### src/rtl/battery_monitor_gauge_macros.svh
// Assertion macros shared by the battery monitor RTL.
// Each macro expects a clock named clk and a reset named rst in the enclosing scope.
`ifndef BATTERY_MONITOR_GAUGE_MACROS_SVH
`define BATTERY_MONITOR_GAUGE_MACROS_SVH

// Same-cycle implication, checked out of reset.
`define BMG_ASSERT_SAME(label, ante, cons) \
  label: assert property (@(posedge clk) disable iff (rst) (ante) |-> (cons)) \
    else $error("battery monitor assertion failed");

// Next-cycle implication, checked out of reset.
`define BMG_ASSERT_NEXT(label, ante, cons) \
  label: assert property (@(posedge clk) disable iff (rst) (ante) |=> (cons)) \
    else $error("battery monitor assertion failed");

`endif

### src/rtl/bmg_pkg.sv
// Package for the battery monitor gauge: field widths, alarm and register codes,
// reciprocal constants and the control struct for the coulomb counter. No dependencies.
package bmg_pkg;

  localparam int CodeW = 12;
  localparam int TickW = 16;
  localparam int DataW = 32;
  localparam int DivisorW = 20;
  localparam int HourSumW = 28;
  localparam int CountW = 12;
  localparam int MulW = 29;
  localparam int ProdW = 2 * MulW;
  localparam int CfgIdxW = 3;

  localparam logic [CountW-1:0] TICKS_PER_HOUR = CountW'(3600);
  localparam longint UvPerMv = 1000;

  // Exact floor division by constants through a scaled reciprocal.
  localparam int MvShift = 38;
  localparam logic [MulW-1:0] MV_RECIP =
    MulW'(((64'd1 << MvShift) + UvPerMv - 1) / UvPerMv);
  localparam int HourShift = 39;
  localparam logic [MulW-1:0] HOUR_RECIP =
    MulW'(((64'd1 << HourShift) + 64'(TICKS_PER_HOUR) - 1) / 64'(TICKS_PER_HOUR));
  localparam int QuotW = 16;

  localparam logic [1:0] ALARM_NORMAL = 2'd0;
  localparam logic [1:0] ALARM_OVER_V = 2'd1;
  localparam logic [1:0] ALARM_OVER_I = 2'd2;
  localparam logic [1:0] ALARM_HYST = 2'd3;

  localparam logic [CfgIdxW-1:0] REG_MAX_V = 3'd0;
  localparam logic [CfgIdxW-1:0] REG_HYST_V = 3'd1;
  localparam logic [CfgIdxW-1:0] REG_MAX_I = 3'd2;
  localparam logic [CfgIdxW-1:0] REG_HYST_I = 3'd3;
  localparam logic [CfgIdxW-1:0] REG_UV_CODE = 3'd4;
  localparam logic [CfgIdxW-1:0] REG_DIV_TOP = 3'd5;
  localparam logic [CfgIdxW-1:0] REG_DIV_BOT = 3'd6;
  localparam logic [CfgIdxW-1:0] REG_CAP_LIM = 3'd7;

  typedef struct packed {
    logic add;
    logic commit;
  } coul_ctl_t;

endpackage

### src/rtl/bmg_divider.sv
// Restoring radix-2 divider: 32-bit dividend by 20-bit divisor, one quotient bit per cycle.
// Depends on bmg_pkg. A zero divisor yields an all-ones quotient.
module bmg_divider
  import bmg_pkg::*;
(
  input  logic                clk,
  input  logic                rst,
  input  logic                start,
  input  logic [DataW-1:0]    dividend,
  input  logic [DivisorW-1:0] divisor,
  output logic                busy,
  output logic [DataW-1:0]    quotient
);

  logic [DataW-1:0]    quo;
  logic [DivisorW-1:0] rem;
  logic [DivisorW-1:0] dvs;
  logic [4:0]          count;
  logic [DivisorW:0]   shifted;
  logic [DivisorW+1:0] diff;
  logic                fits;

  assign shifted = {rem, quo[DataW-1]};
  assign diff = {1'b0, shifted} - {2'b00, dvs};
  assign fits = !diff[DivisorW+1];

  always_ff @(posedge clk) begin
    if (rst) begin
      busy <= 1'b0;
      count <= '0;
    end else if (start) begin
      busy <= 1'b1;
      count <= '0;
    end else if (busy) begin
      count <= count + 5'd1;
      if (count == 5'd31) begin
        busy <= 1'b0;
      end
    end
  end

  always_ff @(posedge clk) begin
    if (start) begin
      quo <= dividend;
      rem <= '0;
      dvs <= divisor;
    end else if (busy) begin
      quo <= {quo[DataW-2:0], fits};
      rem <= fits ? diff[DivisorW-1:0] : shifted[DivisorW-1:0];
    end
  end

  assign quotient = quo;

endmodule

### src/rtl/bmg_coulomb.sv
// Coulomb counter state: partial hour sum, tick count, hour total and used capacity.
// Depends on bmg_pkg; the hour quotient arrives from the shared multiplier.
module bmg_coulomb
  import bmg_pkg::*;
(
  input  logic                clk,
  input  logic                rst,
  input  coul_ctl_t           ctl,
  input  logic                second_tick,
  input  logic [TickW-1:0]    tick_current,
  input  logic [DataW-1:0]    capacity_limit,
  input  logic [QuotW-1:0]    quot_mag,
  output logic [HourSumW-1:0] hour_sum,
  output logic [DataW:0]      capacity
);

  logic [CountW-1:0] second_count;
  logic [DataW-1:0]  hour_total;
  logic [DataW:0]    quot_s;
  logic [DataW-1:0]  hour_total_next;
  logic              below_limit;

  assign below_limit = $signed(capacity) < $signed({capacity_limit[DataW-1], capacity_limit});
  assign quot_s = hour_sum[HourSumW-1] ? -{17'b0, quot_mag} : {17'b0, quot_mag};
  assign hour_total_next = hour_total + quot_s[DataW-1:0];

  always_ff @(posedge clk) begin
    if (rst) begin
      hour_sum <= '0;
      second_count <= '0;
      hour_total <= '0;
      capacity <= '0;
    end else if (ctl.add) begin
      if (second_tick && below_limit) begin
        hour_sum <= hour_sum + {{(HourSumW-TickW){tick_current[TickW-1]}}, tick_current};
        second_count <= second_count + CountW'(1);
      end
    end else if (ctl.commit) begin
      if (second_count == TICKS_PER_HOUR) begin
        hour_total <= hour_total_next;
        hour_sum <= '0;
        second_count <= '0;
        capacity <= {hour_total_next[DataW-1], hour_total_next};
      end else begin
        capacity <= {hour_total[DataW-1], hour_total} + quot_s;
      end
    end
  end

endmodule

### src/rtl/battery_monitor_gauge.sv
// Battery monitor with running voltage and current averages, alarm classification and
// a coulomb counter. Depends on bmg_pkg, bmg_divider, bmg_coulomb and the macros header.
//
// Usage: an item (voltage_code, current_code, second_tick, tick_current) is taken on
// in_valid && in_ready. One result item (alarm_state, voltage_average, current_average,
// capacity_used) follows on out_valid/out_ready for every input item.
// Configuration registers are written through cfg_we, cfg_index and cfg_data; the user
// must write them only while no item is in flight, as the block does not enforce it.
// The voltage scaling uses one shared multiplier three times, then a radix-2 divider by
// the lower divider resistor runs; the coulomb counter uses the multiplier while the
// divider runs. One item is processed at a time: no new item is taken until the result
// of the last one is registered.
// The result sits in an output register; the next item is accepted while it waits,
// and that item stalls in its last step until the earlier result is taken.
// Reset (rst, synchronous) clears averages, alarm history, counters and loads the
// default register values; no clearing pass is needed.
`include "battery_monitor_gauge_macros.svh"

module battery_monitor_gauge
  import bmg_pkg::*;
(
  input  logic                clk,
  input  logic                rst,
  input  logic                in_valid,
  output logic                in_ready,
  input  logic [CodeW-1:0]    voltage_code,
  input  logic [CodeW-1:0]    current_code,
  input  logic                second_tick,
  input  logic [TickW-1:0]    tick_current,
  output logic                out_valid,
  input  logic                out_ready,
  output logic [1:0]          alarm_state,
  output logic [DataW-1:0]    voltage_average,
  output logic [DataW-1:0]    current_average,
  output logic [DataW-1:0]    capacity_used,
  input  logic                cfg_we,
  input  logic [CfgIdxW-1:0]  cfg_index,
  input  logic [DataW-1:0]    cfg_data
);

  localparam logic [3:0] ST_IDLE = 4'd0;
  localparam logic [3:0] ST_MUL1 = 4'd1;
  localparam logic [3:0] ST_MUL2 = 4'd2;
  localparam logic [3:0] ST_MUL3 = 4'd3;
  localparam logic [3:0] ST_DSTART = 4'd4;
  localparam logic [3:0] ST_CAP = 4'd5;
  localparam logic [3:0] ST_WAIT = 4'd6;
  localparam logic [3:0] ST_AVG = 4'd7;
  localparam logic [3:0] ST_CLS = 4'd8;

  logic [3:0] state;
  logic [3:0] state_next;

  logic [DataW-1:0]    max_voltage_mv;
  logic [15:0]         voltage_hysteresis_mv;
  logic [CodeW-1:0]    max_current;
  logic [CodeW-1:0]    current_hysteresis;
  logic [15:0]         microvolts_per_code;
  logic [DivisorW-1:0] divider_top_ohms;
  logic [DivisorW-1:0] divider_bottom_ohms;
  logic [DataW-1:0]    capacity_limit;

  logic [CodeW-1:0] vcode;
  logic [CodeW-1:0] icode;
  logic             tick;
  logic [TickW-1:0] tcur;

  logic [DataW-1:0] avg_voltage;
  logic [DataW-1:0] avg_current;
  logic [1:0]       last_alarm;

  logic [MulW-1:0]  mul_a;
  logic [MulW-1:0]  mul_b;
  logic [ProdW-1:0] prod;

  logic [DivisorW:0]    res_sum;
  logic [HourSumW-1:0]  hour_sum;
  logic [HourSumW-1:0]  hour_sum_abs;
  logic [DataW:0]       capacity;
  logic                 div_busy;
  logic [DataW-1:0]     vin;
  coul_ctl_t            coul_ctl;

  logic [DataW-1:0] vsum;
  logic [DataW:0]   isum;
  logic [DataW:0]   isum_adj;
  logic [DataW:0]   vlimit;
  logic [DataW:0]   ilimit;
  logic [DataW:0]   imax;
  logic [DataW:0]   iavg_ext;
  logic             over_v;
  logic             over_i;
  logic             hyst;
  logic [1:0]       alarm;

  assign in_ready = (state == ST_IDLE);

  always_ff @(posedge clk) begin
    if (rst) begin
      max_voltage_mv <= DataW'(14400);
      voltage_hysteresis_mv <= 16'd200;
      max_current <= 12'd4095;
      current_hysteresis <= 12'd50;
      microvolts_per_code <= 16'd806;
      divider_top_ohms <= 20'd100000;
      divider_bottom_ohms <= 20'd10000;
      capacity_limit <= 32'h7FFF_FFFF;
    end else if (cfg_we) begin
      unique case (cfg_index)
        REG_MAX_V: max_voltage_mv <= cfg_data;
        REG_HYST_V: voltage_hysteresis_mv <= cfg_data[15:0];
        REG_MAX_I: max_current <= cfg_data[CodeW-1:0];
        REG_HYST_I: current_hysteresis <= cfg_data[CodeW-1:0];
        REG_UV_CODE: microvolts_per_code <= cfg_data[15:0];
        REG_DIV_TOP: divider_top_ohms <= cfg_data[DivisorW-1:0];
        REG_DIV_BOT: divider_bottom_ohms <= cfg_data[DivisorW-1:0];
        REG_CAP_LIM: capacity_limit <= cfg_data;
        default: ;
      endcase
    end
  end

  always_ff @(posedge clk) begin
    if (in_valid && in_ready) begin
      vcode <= voltage_code;
      icode <= current_code;
      tick <= second_tick;
      tcur <= tick_current;
    end
  end

  always_comb begin
    state_next = state;
    unique case (state)
      ST_IDLE: if (in_valid) state_next = ST_MUL1;
      ST_MUL1: state_next = ST_MUL2;
      ST_MUL2: state_next = ST_MUL3;
      ST_MUL3: state_next = ST_DSTART;
      ST_DSTART: state_next = ST_CAP;
      ST_CAP: state_next = ST_WAIT;
      ST_WAIT: if (!div_busy) state_next = ST_AVG;
      ST_AVG: state_next = ST_CLS;
      ST_CLS: if (!out_valid || out_ready) state_next = ST_IDLE;
      default: state_next = ST_IDLE;
    endcase
  end

  always_ff @(posedge clk) begin
    if (rst) begin
      state <= ST_IDLE;
    end else begin
      state <= state_next;
    end
  end

  assign res_sum = {1'b0, divider_top_ohms} + {1'b0, divider_bottom_ohms};
  assign hour_sum_abs = hour_sum[HourSumW-1] ? -hour_sum : hour_sum;

  always_comb begin
    mul_a = '0;
    mul_b = '0;
    case (state)
      ST_MUL1: begin
        mul_a = MulW'(vcode);
        mul_b = MulW'(microvolts_per_code);
      end
      ST_MUL2: begin
        mul_a = MulW'(prod[27:0]);
        mul_b = MV_RECIP;
      end
      ST_MUL3: begin
        mul_a = MulW'(res_sum);
        mul_b = MulW'(prod[MvShift+18:MvShift]);
      end
      ST_DSTART: begin
        mul_a = MulW'(hour_sum_abs[HourSumW-2:0]);
        mul_b = HOUR_RECIP;
      end
      default: ;
    endcase
  end

  always_ff @(posedge clk) begin
    prod <= mul_a * mul_b;
  end

  assign coul_ctl.add = (state == ST_MUL1);
  assign coul_ctl.commit = (state == ST_CAP);

  bmg_divider u_div (
    .clk(clk),
    .rst(rst),
    .start(state == ST_DSTART),
    .dividend(prod[DataW-1:0]),
    .divisor(divider_bottom_ohms),
    .busy(div_busy),
    .quotient(vin)
  );

  bmg_coulomb u_coul (
    .clk(clk),
    .rst(rst),
    .ctl(coul_ctl),
    .second_tick(tick),
    .tick_current(tcur),
    .capacity_limit(capacity_limit),
    .quot_mag(prod[HourShift+QuotW-1:HourShift]),
    .hour_sum(hour_sum),
    .capacity(capacity)
  );

  assign vsum = avg_voltage + vin;
  assign isum = {avg_current[DataW-1], avg_current} + {21'b0, icode};
  assign isum_adj = isum + {32'b0, isum[DataW]};

  assign vlimit = {1'b0, max_voltage_mv} + {17'b0, voltage_hysteresis_mv};
  assign ilimit = {20'b0, {1'b0, max_current} + {1'b0, current_hysteresis}};
  assign imax = {21'b0, max_current};
  assign iavg_ext = {avg_current[DataW-1], avg_current};
  assign over_v = {1'b0, avg_voltage} > vlimit;
  assign over_i = $signed(iavg_ext) >= $signed(ilimit);
  assign hyst = ((last_alarm == ALARM_OVER_V) && (avg_voltage > max_voltage_mv)) ||
                ((last_alarm == ALARM_OVER_I) && ($signed(iavg_ext) > $signed(imax)));

  always_comb begin
    if (over_v) begin
      alarm = ALARM_OVER_V;
    end else if (over_i) begin
      alarm = ALARM_OVER_I;
    end else if (hyst) begin
      alarm = ALARM_HYST;
    end else begin
      alarm = ALARM_NORMAL;
    end
  end

  always_ff @(posedge clk) begin
    if (rst) begin
      avg_voltage <= '0;
      avg_current <= '0;
      last_alarm <= ALARM_NORMAL;
    end else if (state == ST_AVG) begin
      avg_voltage <= (avg_voltage == '0) ? vin : {1'b0, vsum[DataW-1:1]};
      avg_current <= (avg_current == '0) ? DataW'(icode) : isum_adj[DataW:1];
    end else if ((state == ST_CLS) && state_next == ST_IDLE && (over_v || over_i)) begin
      last_alarm <= alarm;
    end
  end

  always_ff @(posedge clk) begin
    if (rst) begin
      out_valid <= 1'b0;
    end else if ((state == ST_CLS) && (state_next == ST_IDLE)) begin
      out_valid <= 1'b1;
    end else if (out_ready) begin
      out_valid <= 1'b0;
    end
  end

  always_ff @(posedge clk) begin
    if ((state == ST_CLS) && (state_next == ST_IDLE)) begin
      alarm_state <= alarm;
      voltage_average <= avg_voltage;
      current_average <= avg_current;
      capacity_used <= capacity[DataW-1:0];
    end
  end

  `BMG_ASSERT_SAME(a_divider_idle_when_ready, in_ready, !div_busy)
  `BMG_ASSERT_SAME(a_result_from_last_step, $rose(out_valid), $past(state) == ST_CLS)
  `BMG_ASSERT_NEXT(a_alarm_history_kept, last_alarm != ALARM_NORMAL,
                   last_alarm != ALARM_NORMAL)

endmodule

### config.mk
export PLATFORM = sky130hd
export DESIGN_NAME = battery_monitor_gauge
export DESIGN_NICKNAME = d
export VERILOG_FILES = /design/src/rtl/bmg_pkg.sv /design/src/rtl/bmg_divider.sv /design/src/rtl/bmg_coulomb.sv /design/src/rtl/battery_monitor_gauge.sv
export VERILOG_INCLUDE_DIRS = /design/src /design/src/rtl
export SDC_FILE = /design/constraint.sdc
export NUM_CORES = 2
export LEC_CHECK = 0
export ABC_AREA = 1
export BUFFER_PORTS_ARGS = -buffer_cell sky130_fd_sc_hd__buf_2
export CORE_MARGIN = 2
export CORE_UTILIZATION = 60
export CTS_BUF_LIST = sky130_fd_sc_hd__clkbuf_4 sky130_fd_sc_hd__clkbuf_8 sky130_fd_sc_hd__clkbuf_16
export CTS_CLUSTER_DIAMETER = 50
export CTS_CLUSTER_SIZE = 28
export DETAILED_ROUTE_END_ITERATION = 6
export PLACE_DENSITY = 0.83
export SETUP_SLACK_MARGIN = 0.1
export SLEW_MARGIN = 20
export SYNTH_ARGS = -nofsm -noshare
export SYNTH_HDL_FRONTEND = slang
export SYNTH_SLANG_ARGS = --single-unit
### constraint.sdc
create_clock -name clk -period 14.1 [get_ports clk]
set_input_delay 0 -clock clk [delete_from_list [all_inputs] [get_ports clk]]
set_output_delay 0 -clock clk [all_outputs]
set_load 0.01 [all_outputs]
## Word level (Yosys, flattened, before mapping)

Index checks and enable logic that the tools add are counted.

- Reductions and logical operators: 33
- $lt $le $gt $ge: 5
- Add/sub/neg operators: 14
- Equality and inequality tests: 20
- Multiplexer cells: 30
- Multiply operators: 1
- Bitwise operators: 2

Operator list:

| operator | number |
|---|---|
| $mux W32 | 4 |
| $pmux W29 S4 | 1 |
| $mux W28 | 4 |
| $pmux W28 S4 | 1 |
| $mux W33 | 2 |
| $add A32 B32 Y32 | 2 |
| $logic_not A32 Y1 | 2 |
| $mul A28 B29 Y57 | 1 |
| $mux W12 | 4 |
| $pmux W4 S9 | 1 |
| $add A32 B13 Y33 | 1 |
| $add A32 B16 Y33 | 1 |
| $add A33 B1 Y33 | 1 |
| $add A33 B33 Y33 | 1 |
| $gt A32 B33 Y1 | 1 |
| $lt A33 B32 Y1 | 1 |
| $neg A16 Y33 | 1 |
| $ge A32 B14 Y1 | 1 |
| $gt A32 B13 Y1 | 1 |
| $gt A32 B32 Y1 | 1 |
| $add A28 B28 Y28 | 1 |
| $mux W27 | 1 |
| $neg A27 Y27 | 1 |
| $sub A21 B20 Y22 | 1 |
| other kinds (30) | 69 |

- Input port bits: 81
- Register bits after elaboration: 610
- Word-level logic and storage cells: 136
- Output and inout port bits: 100

## Logic depth before layout (Yosys ltp)

- Word-level depth: 8
- Depth in mapped cells: 44

## Cells and area by module

A second synthesis with hierarchy kept.

- Cells, all modules: 8225
- Area, all modules: 62348.5 µm²

By module, submodules not included:

| module | cells an instance | area an instance (µm²) | instances |
|---|---|---|---|
| battery_monitor_gauge | 6066 | 48164.9 | 1 |
| bmg_coulomb | 1526 | 9480.3 | 1 |
| bmg_divider | 633 | 4703.3 | 1 |

## Worst setup path after synthesis

Ideal clock, no wire load.

- Path kind: register -> register
- Start: register state[2]
- End: register prod[52]
- Arrival time: 7590 ps
- Stages on the path, launching flop included: 32
- Slack: 6391 ps
- Library setup time: 119 ps
- Clock period less this slack: 7709 ps
- Path through: dfxtp_1 -> inv_1 -> nor2_1 -> inv_1 -> nor2_1 -> buf_2 -> buf_2 -> buf_2 -> buf_1 -> nand3_1 -> fa_1 -> inv_1 -> fa_1 -> inv_1 -> fa_1 -> inv_1 -> fa_1 -> fa_1 -> fa_1 -> inv_1 -> fa_1 -> inv_1 -> ha_1 -> nand2_1 -> nor2_1 -> nand2_1 -> nor4_1 -> nand3_1 -> nand3_1 -> a21o_1 -> a21oi_1 -> xnor2_1

- Word-level cells in the longest chain between the ends: 3

Ends and longest elaborated chain:

| what | line | source |
|---|---|---|
| start: declaration | battery_monitor_gauge.sv:51 | `logic [3:0] state;` |
| start signal: assignment | battery_monitor_gauge.sv:152 | `state <= state_next;` |
| $eq A4 B3 Y1 (tied with other cells) | battery_monitor_gauge.sv:162 | `case (state)` |
| $pmux W28 S4 or $pmux W29 S4 (tied branches) | battery_monitor_gauge.sv:162 |  |
| $mul A28 B29 Y57 (*) | battery_monitor_gauge.sv:184 | `prod <= mul_a * mul_b;` |
| end signal: assignment | battery_monitor_gauge.sv:184 |  |
| end: declaration | battery_monitor_gauge.sv:74 | `logic [ProdW-1:0] prod;` |

Mark *: on every way between the ends. The rest lies on a longest branch, timed or not.
A chain may end at the register's enable or synchronous reset.

## Worst setup path in the final report

- Start: register state[3]
- End: register prod[52]

The elaborated chain is that of the path after synthesis.

==> impl_metrics.prom <==
# TYPE chip_impl_metric gauge
chip_impl_info{name="outcome",value="finished, final reports clean"} 1
chip_impl_metric{name="num_vias",unit=""} 55000
chip_impl_metric{name="yosys_register_bits",unit=""} 604
chip_impl_metric{name="n_fill_cell",unit=""} 8490
chip_impl_metric{name="cts.sink_count",unit=""} 604
chip_impl_metric{name="drive_gt1_share",unit="%"} 6.35
chip_impl_metric{name="yosys_warnings",unit=""} 0
chip_impl_metric{name="totalWireLength",unit="um"} 203000
chip_impl_metric{name="grt_remaining_overflow",unit=""} 0
chip_impl_metric{name="grt_antenna_before_repair",unit=""} 7
chip_impl_metric{name="power_density",unit="nW/um2"} 102
chip_impl_metric{name="cts_post_setup_buffers_inserted",unit=""} 0
chip_impl_metric{name="drtPass1Iterations",unit=""} 6
chip_impl_metric{name="std_cell_rows",unit=""} 116
chip_impl_metric{name="final_setup_vio_count",unit=""} 0
chip_impl_metric{name="fraction_of_registers_with_async_set_or_reset_after_synthesis",unit="%"} 0
chip_impl_metric{name="detail_route.vias_per_cell",unit=""} 5.78
chip_impl_metric{name="worstSkewPairLatency",unit="ps"} 690
chip_impl_metric{name="initial_utilization",unit="%"} 60.7
chip_impl_info{name="hp-class",value="in -> reg"} 1
chip_impl_metric{name="timing.final.hold_violations",unit=""} 0
chip_impl_metric{name="n_antenna_cell",unit=""} 0
chip_impl_metric{name="final_net_count",unit=""} 9362
chip_impl_metric{name="leakage",unit="nW"} 33.6
chip_impl_metric{name="fp.dieArea",unit="um2"} 104000
chip_impl_metric{name="avg_inst_size_synth",unit="um2"} 7.74
chip_impl_metric{name="detail_route.wl_per_cell",unit="um"} 21.3
chip_impl_metric{name="synth.lib_cells_used.distinct",unit=""} 75
chip_impl_metric{name="grt_pass1_wl",unit="um"} 309000
chip_impl_info{name="worst-setup-path-type",value="reg -> reg"} 1
chip_impl_metric{name="finalSetupTns",unit="ps"} 0
chip_impl_metric{name="synthesis.area",unit="um2"} 60900
chip_impl_metric{name="required",unit="ps"} 14680
chip_impl_metric{name="post_synth_inst_count",unit=""} 7865
chip_impl_info{name="timing.critical_path.from_type",value="flop"} 1
chip_impl_metric{name="seq_area_frac_synth",unit="%"} 23.0
chip_impl_metric{name="htree_num_levels",unit=""} 3
chip_impl_metric{name="timing.critical_path.slowest_cell_delay",unit="ps"} 650
chip_impl_metric{name="core_region_area",unit="um2"} 100000
chip_impl_metric{name="max_slew.worst_pin.slew",unit="ps"} 1170
chip_impl_info{name="cpMaxStageDelayCell",value="nand2_1"} 1
chip_impl_metric{name="die_w",unit="um"} 323
chip_impl_metric{name="clockBufferDepth",unit=""} 3
chip_impl_metric{name="finalWorstPathRequiredPeriod",unit="ps"} 9620
chip_impl_metric{name="dr.first_iter.drc_count",unit=""} 5237
chip_impl_info{name="master_cell_of_the_clock_root_buffer",value="clkbuf_16"} 1
chip_impl_info{name="synth_ff_type",value="dfxtp_1"} 1
chip_impl_metric{name="numCtsBuffers",unit=""} 79
chip_impl_metric{name="design.portCount",unit=""} 181
chip_impl_metric{name="grt_pass1_vias",unit=""} 54000
chip_impl_metric{name="fin_worst_skew",unit="ps"} 56.3
chip_impl_metric{name="synth_edf_count",unit=""} 191
chip_impl_metric{name="vdd.ir_drop.worst",unit="mV"} 0.102
chip_impl_metric{name="post-route-period-util",unit="%"} 68.2
chip_impl_metric{name="post_dp_cell_area",unit="um2"} 63200
chip_impl_metric{name="ctsResizeCount",unit=""} 0
chip_impl_metric{name="final_antenna_net_count",unit=""} 0
chip_impl_info{name="cts_tree",value="yes"} 1
chip_impl_metric{name="grt_max_degree",unit=""} 111
chip_impl_metric{name="final_cell_area",unit="um2"} 66900
chip_impl_info{name="endpoint_kind",value="flop"} 1
chip_impl_metric{name="hpwl_reported_at_the_end_of_detailed_placement",unit="um"} 160000
chip_impl_metric{name="drv_slew",unit=""} 0
chip_impl_metric{name="seq_area",unit="um2"} 14000
chip_impl_info{name="unrepaired_setup_endpoints_after_global_routing",value="no"} 1
chip_impl_metric{name="max_frequency",unit="GHz"} 0.104
chip_impl_metric{name="dieHeight",unit="um"} 323
chip_impl_metric{name="overall_global_routing_resource_usage",unit="%"} 39.1
chip_impl_metric{name="critical_path_peak_fanout",unit=""} 30
chip_impl_metric{name="slew_headroom",unit="%"} 21.4
chip_impl_metric{name="worstPathArrival",unit="ps"} 10200
chip_impl_metric{name="fin_util",unit="%"} 66.7
chip_impl_metric{name="clkSlewWorstSetupHoldPaths",unit="ps"} 70
chip_impl_metric{name="relative_area_change_from_synthesis_to_final_layout",unit="%"} 9.87
chip_impl_metric{name="port-buffer-count",unit=""} 180
chip_impl_metric{name="max_cap_violations",unit=""} 0
chip_impl_metric{name="multiInputGateArea",unit="um2"} 40100
chip_impl_metric{name="weighted_congestion_reported_at_the_end_of_routability_driven_placement",unit=""} 1.04
chip_impl_metric{name="drc",unit=""} 0
## layout make-up
| class | instances | area share, % |
|---|---|---|
| well taps | 1357 | 2.54 |
| flip-flops and latches | 604 | 20.9 |
| repair buffers | 318 | 3.22 |
| clock inverters | 56 | 1.11 |
| multi-input cells | 5480 | 60.0 |
| inverters | 1613 | 9.07 |
| clock buffers | 91 | 3.18 |
## final timing paths
check	startpoint	end	slack, ps	cells past startpoint
max	state[3]	prod[52]	4480	32
min	tick_current[9]	tcur[9]	40	2
max reg2reg	state[3]	prod[52]	4480	32
min reg2reg	current_hysteresis[5]	current_hysteresis[5]	470	2
## power by group
group | switching, W | internal (W) | leakage (nW) | total (W)
clock | 0.000949 | 0.00124 | 1.40 | 0.00219
sequential | 0.000114 | 0.00192 | 5.20 | 0.00203
combinational | 0.00180 | 0.000829 | 27.0 | 0.00263
total | 0.00287 | 0.00399 | 33.6 | 0.00685
## flip-flops by register name, summed over array words and instances, names as in the netlist, 16 cells and up
name and cells:
voltage_hysteresis_mv 16, current_average 32, u_coul.hour_total 32, capacity_used 32, prod 51, u_div.rem 20
u_div.dvs 20, microvolts_per_code 16, divider_bottom_ohms 20, capacity_limit 32, u_coul.hour_sum 28, max_voltage_mv 32
tcur 16, avg_voltage 32, u_coul.capacity 33, avg_current 32, u_div.quotient 32, voltage_average 32
divider_top_ohms 20
## cells by family after synthesis
| logic type | count (synthesis) | synth area share [%] |
|---|---|---|
| other | 2 | 0.0123 |
| flip-flops | 604 | 23.0 |
| buffers and inverters | 1816 | 11.4 |
| XOR/XNOR | 187 | 2.69 |
| AO/OA/AOI/OAI | 1228 | 11.2 |
| AND/OR/NAND/NOR | 2843 | 19.6 |
| adder cells (fa/ha/maj) | 1185 | 32.1 |
## timing repair
item,in CTS,in global routing
endpoints found under the hold margin,243,0
setup endpoints to repair,0,0
hold buffers,80,0
## layer usage
layer  vias up  global-route usage, %  part of all wire (%)
li1      25300                      -                     -
met1     26300                   50.3                    39
met2      2747                   62.9                    45
met3       656                   7.25                   9.5
met4         8                   20.4                   6.1
met5         -                      0                 0.029
## critical path: cells and delay by family, from the launching register on
family                   cells  cell delay, ps
adder cells (fa/ha/maj)      8            3920
AND/OR/NAND/NOR             11            3500
buffers and inverters        9            1230
AO/OA/AOI/OAI                3             360
flip-flops                   1             330
XOR/XNOR                     1             130
## metrics by stage
stage | power [W] | setup WS, ps | cells | hold slack (ps)
2_1_floorplan | 0.00376 | 6390 | 7900 | 98.9
3_3_place_gp | 0.00456 | 4230 | 9291 | 177
3_5_place_dp | 0.00461 | 4640 | 9291 | 178
4_1_cts | 0.00681 | 4650 | 9518 | 18.3
5_1_grt | 0.00720 | 4220 | 9519 | 35.4
6_report | 0.00685 | 4480 | 9519 | 38.2
## synthesized netlist by cell type, drive strengths merged, types with 71 or more instances
cell type  count  area share [%]
a21oi        531             4.4
clkbuf       165             1.0
dfxtp        413              14
edfxtp       191             9.4
fa           626              21
ha           559              11
inv         1595             9.8
nand2       1385             8.7
nand3        329             2.8
nor2         900             5.8
nor3          92            0.86
o211ai        71            0.88
o21ai        450             3.7
xor2         123             1.8
## cells in the final DEF (no fill, tap or decap), types with 10 or more instances in the layout
| master | instances |
|---|---|
| a21boi_0 | 10 |
| a21o_1 | 32 |
| a21oi_1 | 527 |
| a221oi_1 | 12 |
| a31oi_1 | 29 |
| buf_2 | 179 |
| buf_4 | 58 |
| clkbuf_16 | 82 |
| clkinv_1 | 20 |
| conb_1 | 37 |
| dfxtp_1 | 413 |
| dlygate4sd3_1 | 80 |
| edfxtp_1 | 191 |
| fa_1 | 626 |
| ha_1 | 559 |
| inv_1 | 1578 |
| inv_2 | 15 |
| inv_8 | 14 |
| nand2_1 | 1361 |
| nand2_2 | 22 |
| nand3_1 | 316 |
| nand3_2 | 13 |
| nand3b_1 | 11 |
| nand4_1 | 64 |
| nor2_1 | 858 |
| nor2_2 | 33 |
| nor3_1 | 80 |
| nor3_2 | 10 |
| nor4_1 | 32 |
| o211ai_1 | 71 |
| o21a_1 | 23 |
| o21ai_0 | 440 |
| o21bai_1 | 29 |
| xnor2_1 | 64 |
| xor2_1 | 123 |
Note: power is estimated with default switching activity, not from simulation.
